[src/design/scld_pkg.sv]
package scld_pkg;

  localparam logic [7:0] ZeroSubstReset = 8'd254;
  localparam logic signed [16:0] XMinReset = 17'sd256;
  localparam logic [16:0] ShortLineLimit = 17'd3;
  localparam int unsigned QueueDepth = 2;

  typedef enum logic [1:0] {
    KIND_PIXEL  = 2'd0,
    KIND_LINE   = 2'd1,
    KIND_SPRITE = 2'd2
  } kind_e;

  typedef enum logic [10:0] {
    PH_H0       = 11'b000_0000_0001,
    PH_H1       = 11'b000_0000_0010,
    PH_Y0       = 11'b000_0000_0100,
    PH_Y1       = 11'b000_0000_1000,
    PH_L0       = 11'b000_0001_0000,
    PH_L1       = 11'b000_0010_0000,
    PH_FUL      = 11'b000_0100_0000,
    PH_PAR      = 11'b000_1000_0000,
    PH_FULLDATA = 11'b001_0000_0000,
    PH_PARTPIX  = 11'b010_0000_0000,
    PH_PARTMASK = 11'b100_0000_0000
  } phase_e;

  typedef struct packed {
    logic               has_pixel;
    logic               has_line;
    logic               has_sprite;
  } rec_mask_t;

  typedef struct packed {
    rec_mask_t          mask;
    logic [7:0]         pixel_value;
    logic [10:0]        pixel_index;
    logic signed [15:0] line_offset;
    logic [10:0]        line_length;
    logic signed [15:0] x_min;
    logic signed [16:0] x_max;
    logic [15:0]        height;
    logic signed [15:0] yofs;
    logic [15:0]        lines;
    logic               truncated;
  } step_t;

endpackage

[src/design/scld_decode.sv]
module scld_decode import scld_pkg::*; (
  input  logic        clk_i,
  input  logic        rst_ni,
  input  logic        fire_i,
  input  logic [7:0]  data_byte_i,
  input  logic [16:0] bytes_after_i,
  input  logic [7:0]  zero_subst_i,
  output step_t       step_o
);

  phase_e             phase_q, phase_d;
  logic [7:0]         lowhold_q, lowhold_d;
  logic [15:0]        height_q, height_d;
  logic [15:0]        yoff_q, yoff_d;
  logic [15:0]        linecnt_q, linecnt_d;
  logic [15:0]        curoff_q, curoff_d;
  logic [7:0]         full_q, full_d;
  logic [7:0]         partial_q, partial_d;
  logic [10:0]        bytecnt_q, bytecnt_d;
  logic [1:0]         chunkpos_q, chunkpos_d;
  logic [10:0]        trim_q, trim_d;
  logic signed [16:0] xmin_q, xmin_d;
  logic signed [16:0] xmax_q, xmax_d;
  logic               stopped_q, stopped_d;
  logic [7:0]         pixels_q [4];

  logic               do_line;
  logic               spr;
  logic               trunc;
  logic signed [16:0] off_ext;
  logic signed [16:0] line_end;
  logic [7:0]         stored_pix;

  assign off_ext    = $signed({curoff_q[15], curoff_q});
  assign stored_pix = pixels_q[chunkpos_q];

  always_comb begin
    phase_d    = phase_q;
    lowhold_d  = lowhold_q;
    height_d   = height_q;
    yoff_d     = yoff_q;
    linecnt_d  = linecnt_q;
    curoff_d   = curoff_q;
    full_d     = full_q;
    partial_d  = partial_q;
    bytecnt_d  = bytecnt_q;
    chunkpos_d = chunkpos_q;
    trim_d     = trim_q;
    xmin_d     = xmin_q;
    xmax_d     = xmax_q;
    stopped_d  = stopped_q;
    do_line    = 1'b0;
    spr        = 1'b0;
    trunc      = 1'b0;
    line_end   = '0;
    step_o     = '0;

    if (!stopped_q) begin
      unique case (phase_q)
        PH_H0: begin
          linecnt_d = '0;
          xmin_d    = XMinReset;
          xmax_d    = '0;
          height_d  = {8'd0, data_byte_i};
          yoff_d    = '0;
          lowhold_d = data_byte_i;
          phase_d   = PH_H1;
        end
        PH_H1: begin
          height_d = {data_byte_i, lowhold_q};
          phase_d  = PH_Y0;
        end
        PH_Y0: begin
          lowhold_d = data_byte_i;
          yoff_d    = {8'd0, data_byte_i};
          phase_d   = PH_Y1;
        end
        PH_Y1: begin
          yoff_d  = {data_byte_i, lowhold_q};
          phase_d = PH_L0;
          if (height_q == '0) begin
            spr = 1'b1;
          end
        end
        PH_L0: begin
          if (bytes_after_i <= ShortLineLimit) begin
            spr   = 1'b1;
            trunc = 1'b1;
          end else begin
            lowhold_d = data_byte_i;
            phase_d   = PH_L1;
          end
        end
        PH_L1: begin
          curoff_d = {data_byte_i, lowhold_q};
          phase_d  = PH_FUL;
        end
        PH_FUL: begin
          full_d  = data_byte_i;
          phase_d = PH_PAR;
        end
        PH_PAR: begin
          partial_d  = data_byte_i;
          bytecnt_d  = '0;
          trim_d     = '0;
          chunkpos_d = '0;
          if ((full_q != '0 || data_byte_i != '0) && off_ext < xmin_q) begin
            xmin_d = off_ext;
          end
          if (full_q != '0) begin
            phase_d = PH_FULLDATA;
          end else if (data_byte_i != '0) begin
            phase_d = PH_PARTPIX;
          end else begin
            do_line = 1'b1;
          end
        end
        PH_FULLDATA: begin
          step_o.mask.has_pixel = 1'b1;
          step_o.pixel_value    = (data_byte_i != '0) ? data_byte_i : zero_subst_i;
          step_o.pixel_index    = bytecnt_q;
          bytecnt_d             = bytecnt_q + 11'd1;
          trim_d                = bytecnt_d;
          if (bytecnt_d >= {1'b0, full_q, 2'b00}) begin
            chunkpos_d = '0;
            if (partial_q != '0) begin
              phase_d = PH_PARTPIX;
            end else begin
              do_line = 1'b1;
            end
          end
        end
        PH_PARTPIX: begin
          chunkpos_d = chunkpos_q + 2'd1;
          if (chunkpos_q == 2'd3) begin
            phase_d = PH_PARTMASK;
          end
        end
        PH_PARTMASK: begin
          step_o.mask.has_pixel = 1'b1;
          step_o.pixel_index    = bytecnt_q;
          bytecnt_d             = bytecnt_q + 11'd1;
          if (data_byte_i != '0) begin
            step_o.pixel_value = '0;
          end else begin
            step_o.pixel_value = (stored_pix != '0) ? stored_pix : zero_subst_i;
            trim_d             = bytecnt_d;
          end
          chunkpos_d = chunkpos_q + 2'd1;
          if (chunkpos_q == 2'd3) begin
            partial_d = partial_q - 8'd1;
            if (partial_d == '0) begin
              do_line = 1'b1;
            end else begin
              phase_d = PH_PARTPIX;
            end
          end
        end
        default: begin
          phase_d = PH_H0;
        end
      endcase

      if (do_line) begin
        line_end             = off_ext + $signed({6'd0, trim_d});
        step_o.mask.has_line = 1'b1;
        step_o.line_offset   = $signed(curoff_q);
        step_o.line_length   = trim_d;
        if (line_end > xmax_q) begin
          xmax_d = line_end;
        end
        linecnt_d = linecnt_q + 16'd1;
        phase_d   = PH_L0;
        if (linecnt_d == height_q) begin
          spr = 1'b1;
        end
      end

      if (spr) begin
        stopped_d = 1'b1;
      end
    end

    if (bytes_after_i == '0) begin
      if (!stopped_d) begin
        spr   = 1'b1;
        trunc = 1'b1;
      end
      stopped_d = 1'b0;
      phase_d   = PH_H0;
    end

    if (spr) begin
      step_o.mask.has_sprite = 1'b1;
      step_o.x_min           = xmin_d[15:0];
      step_o.x_max           = xmax_d;
      step_o.height          = height_d;
      step_o.yofs            = $signed(yoff_d);
      step_o.lines           = linecnt_d;
      step_o.truncated       = trunc;
    end
  end

  always_ff @(posedge clk_i or negedge rst_ni) begin
    if (!rst_ni) begin
      phase_q    <= PH_H0;
      lowhold_q  <= '0;
      height_q   <= '0;
      yoff_q     <= '0;
      linecnt_q  <= '0;
      curoff_q   <= '0;
      full_q     <= '0;
      partial_q  <= '0;
      bytecnt_q  <= '0;
      chunkpos_q <= '0;
      trim_q     <= '0;
      xmin_q     <= XMinReset;
      xmax_q     <= '0;
      stopped_q  <= 1'b0;
    end else if (fire_i) begin
      phase_q    <= phase_d;
      lowhold_q  <= lowhold_d;
      height_q   <= height_d;
      yoff_q     <= yoff_d;
      linecnt_q  <= linecnt_d;
      curoff_q   <= curoff_d;
      full_q     <= full_d;
      partial_q  <= partial_d;
      bytecnt_q  <= bytecnt_d;
      chunkpos_q <= chunkpos_d;
      trim_q     <= trim_d;
      xmin_q     <= xmin_d;
      xmax_q     <= xmax_d;
      stopped_q  <= stopped_d;
    end
  end

  always_ff @(posedge clk_i) begin
    if (fire_i && !stopped_q && phase_q == PH_PARTPIX) begin
      pixels_q[chunkpos_q] <= data_byte_i;
    end
  end

endmodule

[src/design/scld_out_queue.sv]
module scld_out_queue import scld_pkg::*; (
  input  logic               clk_i,
  input  logic               rst_ni,
  input  logic               push_i,
  input  step_t              step_i,
  output logic               full_o,
  output logic               out_valid_o,
  input  logic               out_stall_i,
  output logic [1:0]         kind_o,
  output logic [7:0]         pixel_value_o,
  output logic [10:0]        pixel_index_o,
  output logic signed [15:0] line_offset_o,
  output logic [10:0]        line_length_o,
  output logic signed [15:0] sprite_x_min_o,
  output logic signed [16:0] sprite_x_max_o,
  output logic [15:0]        sprite_height_o,
  output logic signed [15:0] sprite_y_offset_o,
  output logic [15:0]        lines_decoded_o,
  output logic               truncated_o,
  output logic               last_o
);

  localparam int unsigned PtrW = $clog2(QueueDepth);
  localparam int unsigned CntW = $clog2(QueueDepth + 1);

  step_t           slots_q [QueueDepth];
  logic [2:0]      mask_q  [QueueDepth];
  logic [PtrW-1:0] wr_ptr_q, rd_ptr_q;
  logic [CntW-1:0] count_q, count_d;

  step_t      head;
  logic [2:0] head_mask;
  logic [2:0] low_bit;
  logic [2:0] rest_mask;
  logic       pop;
  logic       retire;
  kind_e      kind;

  assign head      = slots_q[rd_ptr_q];
  assign head_mask = mask_q[rd_ptr_q];
  assign low_bit   = head_mask & (~head_mask + 3'd1);
  assign rest_mask = head_mask & ~low_bit;

  assign out_valid_o = (count_q != '0);
  assign full_o      = (count_q == CntW'(QueueDepth));
  assign pop         = out_valid_o && !out_stall_i;
  assign retire      = pop && (rest_mask == '0);
  assign last_o      = out_valid_o && (rest_mask == '0);

  always_comb begin
    if (head_mask[0]) begin
      kind = KIND_PIXEL;
    end else if (head_mask[1]) begin
      kind = KIND_LINE;
    end else begin
      kind = KIND_SPRITE;
    end
  end

  assign kind_o            = kind;
  assign pixel_value_o     = (kind == KIND_PIXEL)  ? head.pixel_value : '0;
  assign pixel_index_o     = (kind == KIND_PIXEL)  ? head.pixel_index : '0;
  assign line_offset_o     = (kind == KIND_LINE)   ? head.line_offset : '0;
  assign line_length_o     = (kind == KIND_LINE)   ? head.line_length : '0;
  assign sprite_x_min_o    = (kind == KIND_SPRITE) ? head.x_min       : '0;
  assign sprite_x_max_o    = (kind == KIND_SPRITE) ? head.x_max       : '0;
  assign sprite_height_o   = (kind == KIND_SPRITE) ? head.height      : '0;
  assign sprite_y_offset_o = (kind == KIND_SPRITE) ? head.yofs        : '0;
  assign lines_decoded_o   = (kind == KIND_SPRITE) ? head.lines       : '0;
  assign truncated_o       = (kind == KIND_SPRITE) ? head.truncated   : 1'b0;

  always_comb begin
    count_d = count_q;
    if (push_i && !retire) begin
      count_d = count_q + CntW'(1);
    end else if (!push_i && retire) begin
      count_d = count_q - CntW'(1);
    end
  end

  always_ff @(posedge clk_i or negedge rst_ni) begin
    if (!rst_ni) begin
      wr_ptr_q <= '0;
      rd_ptr_q <= '0;
      count_q  <= '0;
      for (int i = 0; i < QueueDepth; i++) begin
        mask_q[i] <= '0;
      end
    end else begin
      count_q <= count_d;
      if (pop) begin
        mask_q[rd_ptr_q] <= rest_mask;
      end
      if (retire) begin
        rd_ptr_q <= rd_ptr_q + PtrW'(1);
      end
      if (push_i) begin
        mask_q[wr_ptr_q] <= {step_i.mask.has_sprite, step_i.mask.has_line,
                             step_i.mask.has_pixel};
        wr_ptr_q         <= wr_ptr_q + PtrW'(1);
      end
    end
  end

  always_ff @(posedge clk_i) begin
    if (push_i) begin
      slots_q[wr_ptr_q] <= step_i;
    end
  end

endmodule

[src/design/sprite_chunk_line_decoder_unit.sv]
// Sprite chunk line decoder.
// Input channel: one stream word per accepted handshake (in_valid_i high, in_stall_o
// low): data_byte_i plus bytes_after_i, the count of words still to come (0 on the
// final word). Output channel: one record per handshake (out_valid_o high,
// out_stall_i low); kind_o selects pixel, line or sprite record, unused fields are
// 0, last_o marks the final record caused by one input word.
// Config: cfg_we_i writes cfg_wdata_i into the zero substitute colour; write only
// while no word is in flight.
// Path: a word is registered, then decoded once the record queue has room; its
// records are written into the queue, whose head drives the output.
// Throughput: one word per cycle while out_stall_i is low and each word yields at
// most one record; a word yielding two or three records holds the output until each
// is taken. The limit is the single output port fed from a two-entry record queue.
// Reset: decoder waits for a sprite header, queue empty, colour back to 254.
// Stall: when out_stall_i holds, the queue fills and in_stall_o rises; no word or
// record is lost, and out_valid_o with its fields holds until taken.
module sprite_chunk_line_decoder_unit import scld_pkg::*; (
  input  logic               clk_i,
  input  logic               rst_ni,
  input  logic               in_valid_i,
  output logic               in_stall_o,
  input  logic [7:0]         data_byte_i,
  input  logic [16:0]        bytes_after_i,
  input  logic               cfg_we_i,
  input  logic [7:0]         cfg_wdata_i,
  output logic               out_valid_o,
  input  logic               out_stall_i,
  output logic [1:0]         kind_o,
  output logic [7:0]         pixel_value_o,
  output logic [10:0]        pixel_index_o,
  output logic signed [15:0] line_offset_o,
  output logic [10:0]        line_length_o,
  output logic signed [15:0] sprite_x_min_o,
  output logic signed [16:0] sprite_x_max_o,
  output logic [15:0]        sprite_height_o,
  output logic signed [15:0] sprite_y_offset_o,
  output logic [15:0]        lines_decoded_o,
  output logic               truncated_o,
  output logic               last_o
);

  logic        in_valid_q;
  logic [7:0]  data_q;
  logic [16:0] after_q;
  logic [7:0]  zsub_q;
  logic        queue_full;
  logic        fire;
  logic        push;
  step_t       step;

  assign fire       = in_valid_q && !queue_full;
  assign in_stall_o = in_valid_q && !fire;
  assign push       = fire && (step.mask != '0);

  always_ff @(posedge clk_i or negedge rst_ni) begin
    if (!rst_ni) begin
      in_valid_q <= 1'b0;
      zsub_q     <= ZeroSubstReset;
    end else begin
      if (!in_stall_o) begin
        in_valid_q <= in_valid_i;
      end
      if (cfg_we_i) begin
        zsub_q <= cfg_wdata_i;
      end
    end
  end

  always_ff @(posedge clk_i) begin
    if (in_valid_i && !in_stall_o) begin
      data_q  <= data_byte_i;
      after_q <= bytes_after_i;
    end
  end

  scld_decode u_decode (
    .clk_i         (clk_i),
    .rst_ni        (rst_ni),
    .fire_i        (fire),
    .data_byte_i   (data_q),
    .bytes_after_i (after_q),
    .zero_subst_i  (zsub_q),
    .step_o        (step)
  );

  scld_out_queue u_queue (
    .clk_i             (clk_i),
    .rst_ni            (rst_ni),
    .push_i            (push),
    .step_i            (step),
    .full_o            (queue_full),
    .out_valid_o       (out_valid_o),
    .out_stall_i       (out_stall_i),
    .kind_o            (kind_o),
    .pixel_value_o     (pixel_value_o),
    .pixel_index_o     (pixel_index_o),
    .line_offset_o     (line_offset_o),
    .line_length_o     (line_length_o),
    .sprite_x_min_o    (sprite_x_min_o),
    .sprite_x_max_o    (sprite_x_max_o),
    .sprite_height_o   (sprite_height_o),
    .sprite_y_offset_o (sprite_y_offset_o),
    .lines_decoded_o   (lines_decoded_o),
    .truncated_o       (truncated_o),
    .last_o            (last_o)
  );

endmodule
[config.mk]
export PLATFORM = sky130hd
export DESIGN_NAME = sprite_chunk_line_decoder_unit
export DESIGN_NICKNAME = d
export VERILOG_FILES = /design/src/design/scld_pkg.sv /design/src/design/scld_decode.sv /design/src/design/scld_out_queue.sv /design/src/design/sprite_chunk_line_decoder_unit.sv
export SDC_FILE = /design/constraint.sdc
export NUM_CORES = 1
export LEC_CHECK = 0
export ABC_AREA = 1
export BUFFER_PORTS_ARGS = -buffer_cell sky130_fd_sc_hd__buf_2
export CORE_ASPECT_RATIO = 1.5
export CORE_MARGIN = 2
export CORE_UTILIZATION = 35
export DETAILED_ROUTE_END_ITERATION = 8
export PLACE_DENSITY = 0.6
export SETUP_SLACK_MARGIN = 0.1
export SKIP_LAST_GASP = 1
export SYNTH_ARGS = -nofsm -noshare
export SYNTH_HDL_FRONTEND = slang
export SYNTH_SLANG_ARGS = --single-unit
[constraint.sdc]
create_clock -name clk_i -period 19.8 [get_ports clk_i]
set_input_delay 0.99 -clock clk_i [delete_from_list [all_inputs] [get_ports clk_i]]
set_output_delay 0.99 -clock clk_i [all_outputs]
set_load 0.1 [all_outputs]
======== Word-level counts from Yosys, hierarchy flattened ========
Memories as Yosys holds them, arrays and structs flattened.
Cells that the tools add are included.
word-level totals
  word-level logic and storage cells ...... 230
  bits of input ports ..................... 38
  memory bits (writable) .................. 294
  output and inout bits ................... 133
  register bits ........................... 202
  memories kept ........................... 2
operators by class
  add/subtract/negate cells ............... 10
  bitwise gates (word level) .............. 7
  reductions and logical operators ........ 51
  magnitude comparators ................... 8
  eq/ne operators ......................... 28
  multiplexer cells ....................... 100
memories
  name               words  bits a word  rd ports  clocked after memory_dff  wr ports  RTL line              source
  u_queue.slots_q    2      131          1         0                         1         scld_out_queue.sv:26  step_t slots_q [QueueDepth];
  u_decode.pixels_q  4      8            1         0                         1         scld_decode.sv:25     logic [7:0] pixels_q [4];
operator list
  operator                                                          count
  2-to-1 mux 16 bit                                                 11
  2-to-1 mux 11 bit                                                 15
  one-hot mux 11 bit (11 select lines)                              1
  2-to-1 mux 17 bit                                                 6
  2-to-1 mux 82 bit                                                 1
  2-to-1 mux 8 bit                                                  6
  one-hot mux 16 bit (3 select lines)                               1
  2-to-1 mux 46 bit                                                 1
  one-hot mux 19 bit (2 select lines)                               1
  one-hot mux 17 bit (2 select lines)                               1
  one-hot mux 11 bit (3 select lines)                               1
  one-hot mux 16 bit (2 select lines)                               1
  one-hot mux 8 bit (2 select lines)                                2
  nonzero test 8 bit                                                4
  2-to-1 mux 1 bit                                                  30
  2-to-1 mux 27 bit                                                 1
  one-hot mux 11 bit (2 select lines)                               1
  adder 16 x 12 -> 17 bit                                           1
  greater-than comparator 17 bit                                    1
  less-or-equal comparator 17 x 2 -> 1 bit (second input constant)  1
  zero test 17 bit                                                  1
  less-than comparator 16 x 17 -> 1 bit                             1
  adder 16 x 1 -> 16 bit (second input constant)                    1
  equality test 16 bit                                              1
  other kinds (53)                                                  113

======== Depth between registers and ports, before layout ========
  depth in word-level cells ............... 19
  gate-level depth with buffers ........... 36
  gate-level depth less buffers ........... 34

======== Hierarchy ========
Synthesis repeated with hierarchy kept, for this count alone.
second synthesis, totals
  cell total of the unflattened synthesis .. 2,817
  area total of the unflattened synthesis .. 25,016.5 µm²
by module, submodules not included
  module                          times used  area an instance (µm²)  cells each  seq. area each (µm²)
  scld_decode                     1           13,477.9                1,949       4,917.2
  scld_out_queue                  1           10,400.0                798         7,937.6
  sprite_chunk_line_decoder_unit  1           1,138.6                 70          984.7

======== Worst setup path before layout ========
OpenSTA, ideal clock, no wires.
  path type ............................... register to register
  start ................................... reg u_decode.bytecnt_q[0]
  end ..................................... mem u_queue.slots_q[1][0] (netlist bit), enable pin
  library setup time ...................... 617 ps
  setup slack ............................. 11,186 ps
  path buffers ............................ 0
  stages on the path, launching flop included .. 25
  arrival ................................. 7,997 ps
  period minus slack after synthesis ...... 8,614 ps
  required time ........................... 19,183 ps
  path through ............................ dfrtp_1 ha_1 nand3_1 nor2_1 inv_1 nor2_1 xor2_1 inv_1 ha_1 nand2_1 inv_1 nand2_1 nand2_1 nand2_1 nand2_1 nand2_1 nand2_1 nand2_1 nand2_2 nand3_2 nand3_4 nand2_4 nand2_4 nand2_2 nor2_1
between the ends
  cells in the longest elaborated chain, start to end .. 16
  elaborated cells on any way between the ends .. 19
  classes of those cells .................. add/sub (1); order compare (1); mux (15); reduce/logical (2)
ends and longest elaborated chain
  element                                           RTL line                              source
  from (decl)                                       scld_decode.sv:19                     logic [10:0] bytecnt_q, bytecnt_d;
  from (signal assigned)                            scld_decode.sv:229                    bytecnt_q <= bytecnt_d;
  adder 11 x 1 -> 11 bit (*)                        scld_decode.sv:122                    bytecnt_d = bytecnt_q + 11'd1;
  greater-or-equal comparator 11 x 10 -> 1 bit (*)  scld_decode.sv:124                    if (bytecnt_d >= {1'b0, full_q, 2'b00}) begin
  2-to-1 mux 1 bit (*)                              scld_decode.sv:124
  one-hot mux 1 bit (3 select lines) (*)            scld_decode.sv:59                     unique case (phase_q)
  2-to-1 mux 1 bit (*)                              scld_decode.sv:58                     if (!stopped_q) begin
  2-to-1 mux 1 bit                                  scld_decode.sv:164                    if (do_line) begin
  2-to-1 mux 1 bit                                  scld_decode.sv:58
  2-to-1 mux 1 bit                                  scld_decode.sv:179                    if (spr) begin
  2-to-1 mux 1 bit                                  scld_decode.sv:58
  2-to-1 mux 1 bit                                  scld_decode.sv:185                    if (!stopped_d) begin
  2-to-1 mux 1 bit                                  scld_decode.sv:184                    if (bytes_after_i == '0) begin
  2-to-1 mux 1 bit                                  scld_decode.sv:193                    if (spr) begin
  nonzero test 3 bit (*)                            sprite_chunk_line_decoder_unit.sv:53  assign push = fire && (step.mask != '0);
  logical AND 1 bit (*)                             sprite_chunk_line_decoder_unit.sv:53
  2-to-1 mux 1 bit (*)                              scld_out_queue.sv:106                 if (push_i) begin
  2-to-1 mux 1 bit (not written as such) (*)        scld_out_queue.sv:107                 slots_q[wr_ptr_q] <= step_i;
  to (decl)                                         scld_out_queue.sv:26
Mark *: on every way between the ends. The rest lies on a longest branch, timed or not. The select of a mux whose other input is x is not followed.

==> flow_summary.toml <==
[floorplanning]
core_area_um2 = 69100
die_y_um = 328
start_util_pct = 35.4
rows = 118
dieWidth_um = 220
fp.dieArea_um2 = 72000
io_pins = 171

[placement]
hpwlAfterDp_um = 51400
dpl_cell_area_um2 = 26100
gp_congestion = 0.913
port_buffers = 170

[sta]
rsz0062_at_grt = "false"
clock_skew_ns = 0.0438
final.setup.tns_ns = 0
fin_crit_sh_pct = 32.5
max-slew-margin-rel_pct = 27.6
worstMarginPinSlew_ns = 1.08
setup_viol = 0
fin_crit_ns = 6.43
max_freq_ghz = 0.155
slew_viol_final = 0
hold_viol_final = 0

[routing]
drt_wl_total_um = 70900
initialDrtViolationCount = 1183
drc = 0
via_per_inst = 5.02
vias = 18717
drt-pass1-iter-count = 7
postRouteAntennaNets = 0
post_drt_wl_per_cell_um = 19.0

[critical_path]
cp_max_fo = 14
path_depth = 34
crit_family = "simple AND/OR/NAND/NOR gates"
crit_buf_inv = 7
cpMostUsedCell = "nand2_1"
critical_path_class = "flip-flop to flip-flop"
cp.arrival_ns = 6.72
rr_worst_depth = 34
crit_slowest_cell = "dfstp_2"
critPathLaunch = "u_decode.phase_q[0]$_DFFE_PN1P_"
r2r_start = "u_decode.phase_q[0]$_DFFE_PN1P_"
worst_ep_required_time_ns = 20.09
max_stage_delay_ns = 0.56
crit_path_start_kind = "flip-flop"
crit_path_end_kind = "flip-flop"

[synthesis]
yosys.cell_count.top_type = "nand2_1"
yosysTopAreaCell = "edfxtp_1"
async_reset_ff_share_pct = 36.1
synth.net_count = 2760
syn_inst = 2658
synth.cell_area_um2 = 24400
synth-edff-count = 313
yosys_most_used_dff = "edfxtp_1"
synthTopCellsByArea = "edfxtp_1 38%, dfrtp_1 17%, nand2_1 11%, inv_1 4.7%, o21ai_0 4.2%"
yosysWarningCount = 0
synth_top_area_share_pct = 38.5
synth_cell_types = 68
synth.cells.most_frequent = "704 x nand2_1, 313 x edfxtp_1, 308 x inv_1, 203 x o21ai_0, 192 x nor2_1"
syn_avg_cell_area_um2 = 9.19
ys_seq_area_share_pct = 56.6
synth-seq-cells = 490

[layout]
fin_nets = 2892
syn_to_final_growth_pct = 13.9
final_area_um2 = 27800
drive_gt1_share_pct = 12.8

[outcome]
status = "finished clean"

[min_path]
worst_hold_path_type = "primary input to async pin"

[clocking]
cts_buffer_depth = 3
cts_resized = 0
cts_hold_buf = 0
cts_tree = "built"
cts_buffers = 49
postCtsSetupRepairBufs = 0
clkTransAtPathRegs_ns = 0.06
clock_sinks = 490
htree_levels = 2
worst_skew_pair.late_latency_ns = 0.61
cts-root-buf = "clkbuf_16"

[grt]
grt_pass1_wl_um = 108000
antenna_found_initial = 3
grt_usage_pct = 19.7
grt-ovfl-total = 0
grt_pass1_vias = 18349
grt_max_degree = 74

[power_and_ir_drop]
p_leak_nw = 11.6
ir_drop_mv = 0.220
powerDensity_nw_per_um2 = 140

[job]
drv_cap = 0
[sequential cells by signal (all words and copies together) (netlist names), 2 cells and up]
register,cells
after_q,17
data_q,8
u_decode.bytecnt_q,11
u_decode.chunkpos_q,2
u_decode.curoff_q,16
u_decode.full_q,8
u_decode.height_q,16
u_decode.linecnt_q,16
u_decode.lowhold_q,8
u_decode.partial_q,8
u_decode.phase_q,11
u_decode.pixels_q,32
u_decode.trim_q,11
u_decode.xmax_q,17
u_decode.xmin_q,17
u_decode.yoff_q,16
u_queue.count_q,2
u_queue.mask_q,6
u_queue.slots_q,256
zsub_q,8
[metal layers]
| metal | GRT usage [%] | vias up | part of all wire (%) |
|---|---|---|---|
| met5 | 0 | - | 0.045 |
| met4 | 9.47 | 6 | 5.0 |
| met3 | 2.58 | 147 | 3.6 |
| met2 | 36.7 | 422 | 54 |
| met1 | 21.8 | 8991 | 38 |
| li1 | - | 9151 | - |
[layout by cell type (no fill, tap or decap), types with 19 or more instances in the layout]
cell and instances:
buf_2 169, dfrtp_1 167, nand2_1 704, xor2_1 21, inv_1 306, nor3_1 25
buf_4 19, a21oi_1 183, nor2_1 191, edfxtp_1 313, nand4_1 33, o22ai_1 60
o21ai_0 202, clkbuf_16 51, nand3_1 83, ha_1 63
[stage by stage]
stage	worst slack [ns]	utilization [%]	total power, mW	hold slack [ns]	std cells
after global placement	13.64	37.8	2.92	0.467	3639
after detailed placement	13.52	37.8	2.93	0.474	3639
after global routing	12.74	40.3	4.07	0.391	3730
after floorplan	11.19	-	2.53	0.453	2658
after CTS	13.45	40.3	3.93	0.360	3730
final	13.37	40.3	3.89	0.362	3731
[area by class of cell]
cell class,count,area [um^2]
clock inverter,31,387
tap,900,1130
fill,6851,41300
timing repair buffer,189,1000
inverter,331,1250
sequential,490,13800
multi-input combinational,1729,8880
antenna,1,2.50
clock buffer,60,1330
[path summary, 6_finish.rpt]
path	slack (ns)	to
worst min register to register	0.49	u_decode.full_q[4]$_DFFE_PN0P_
min in group clk_i	0.49	u_decode.full_q[4]$_DFFE_PN0P_
worst min-delay path	0.36	zsub_q[0]$_DFFE_PN0P_
worst max register to register	13.37	u_queue.slots_q[1][53]$_DFFE_PP_
max in group asynchronous	18.08	u_queue.rd_ptr_q$_DFFE_PN0P_
worst max-delay path	13.37	u_queue.slots_q[1][53]$_DFFE_PP_
[logic make-up (layout without fill, tap and decap cells)]
logic type / Yosys count / after routing / synth area share [%]
adder cells (fa/ha/maj): 64 / 64 / 3.31
flip-flops: 490 / 490 / 56.6
multiplexers: 8 / 8 / 0.328
AND/OR/NAND/NOR: 1106 / 1106 / 19.4
AO/OA/AOI/OAI: 521 / 521 / 12.1
other: 0 / 1 / 0
XOR/XNOR: 30 / 30 / 1.16
buffers and inverters: 439 / 611 / 7.04
[power breakdown]
group,switching (mW),internal [mW],leakage (nW)
clock network,0.410,0.585,0.828
registers,0.0714,1.16,5.49
logic,1.39,0.278,5.27
total,1.87,2.02,11.6
(Power assumes the default switching activity.)
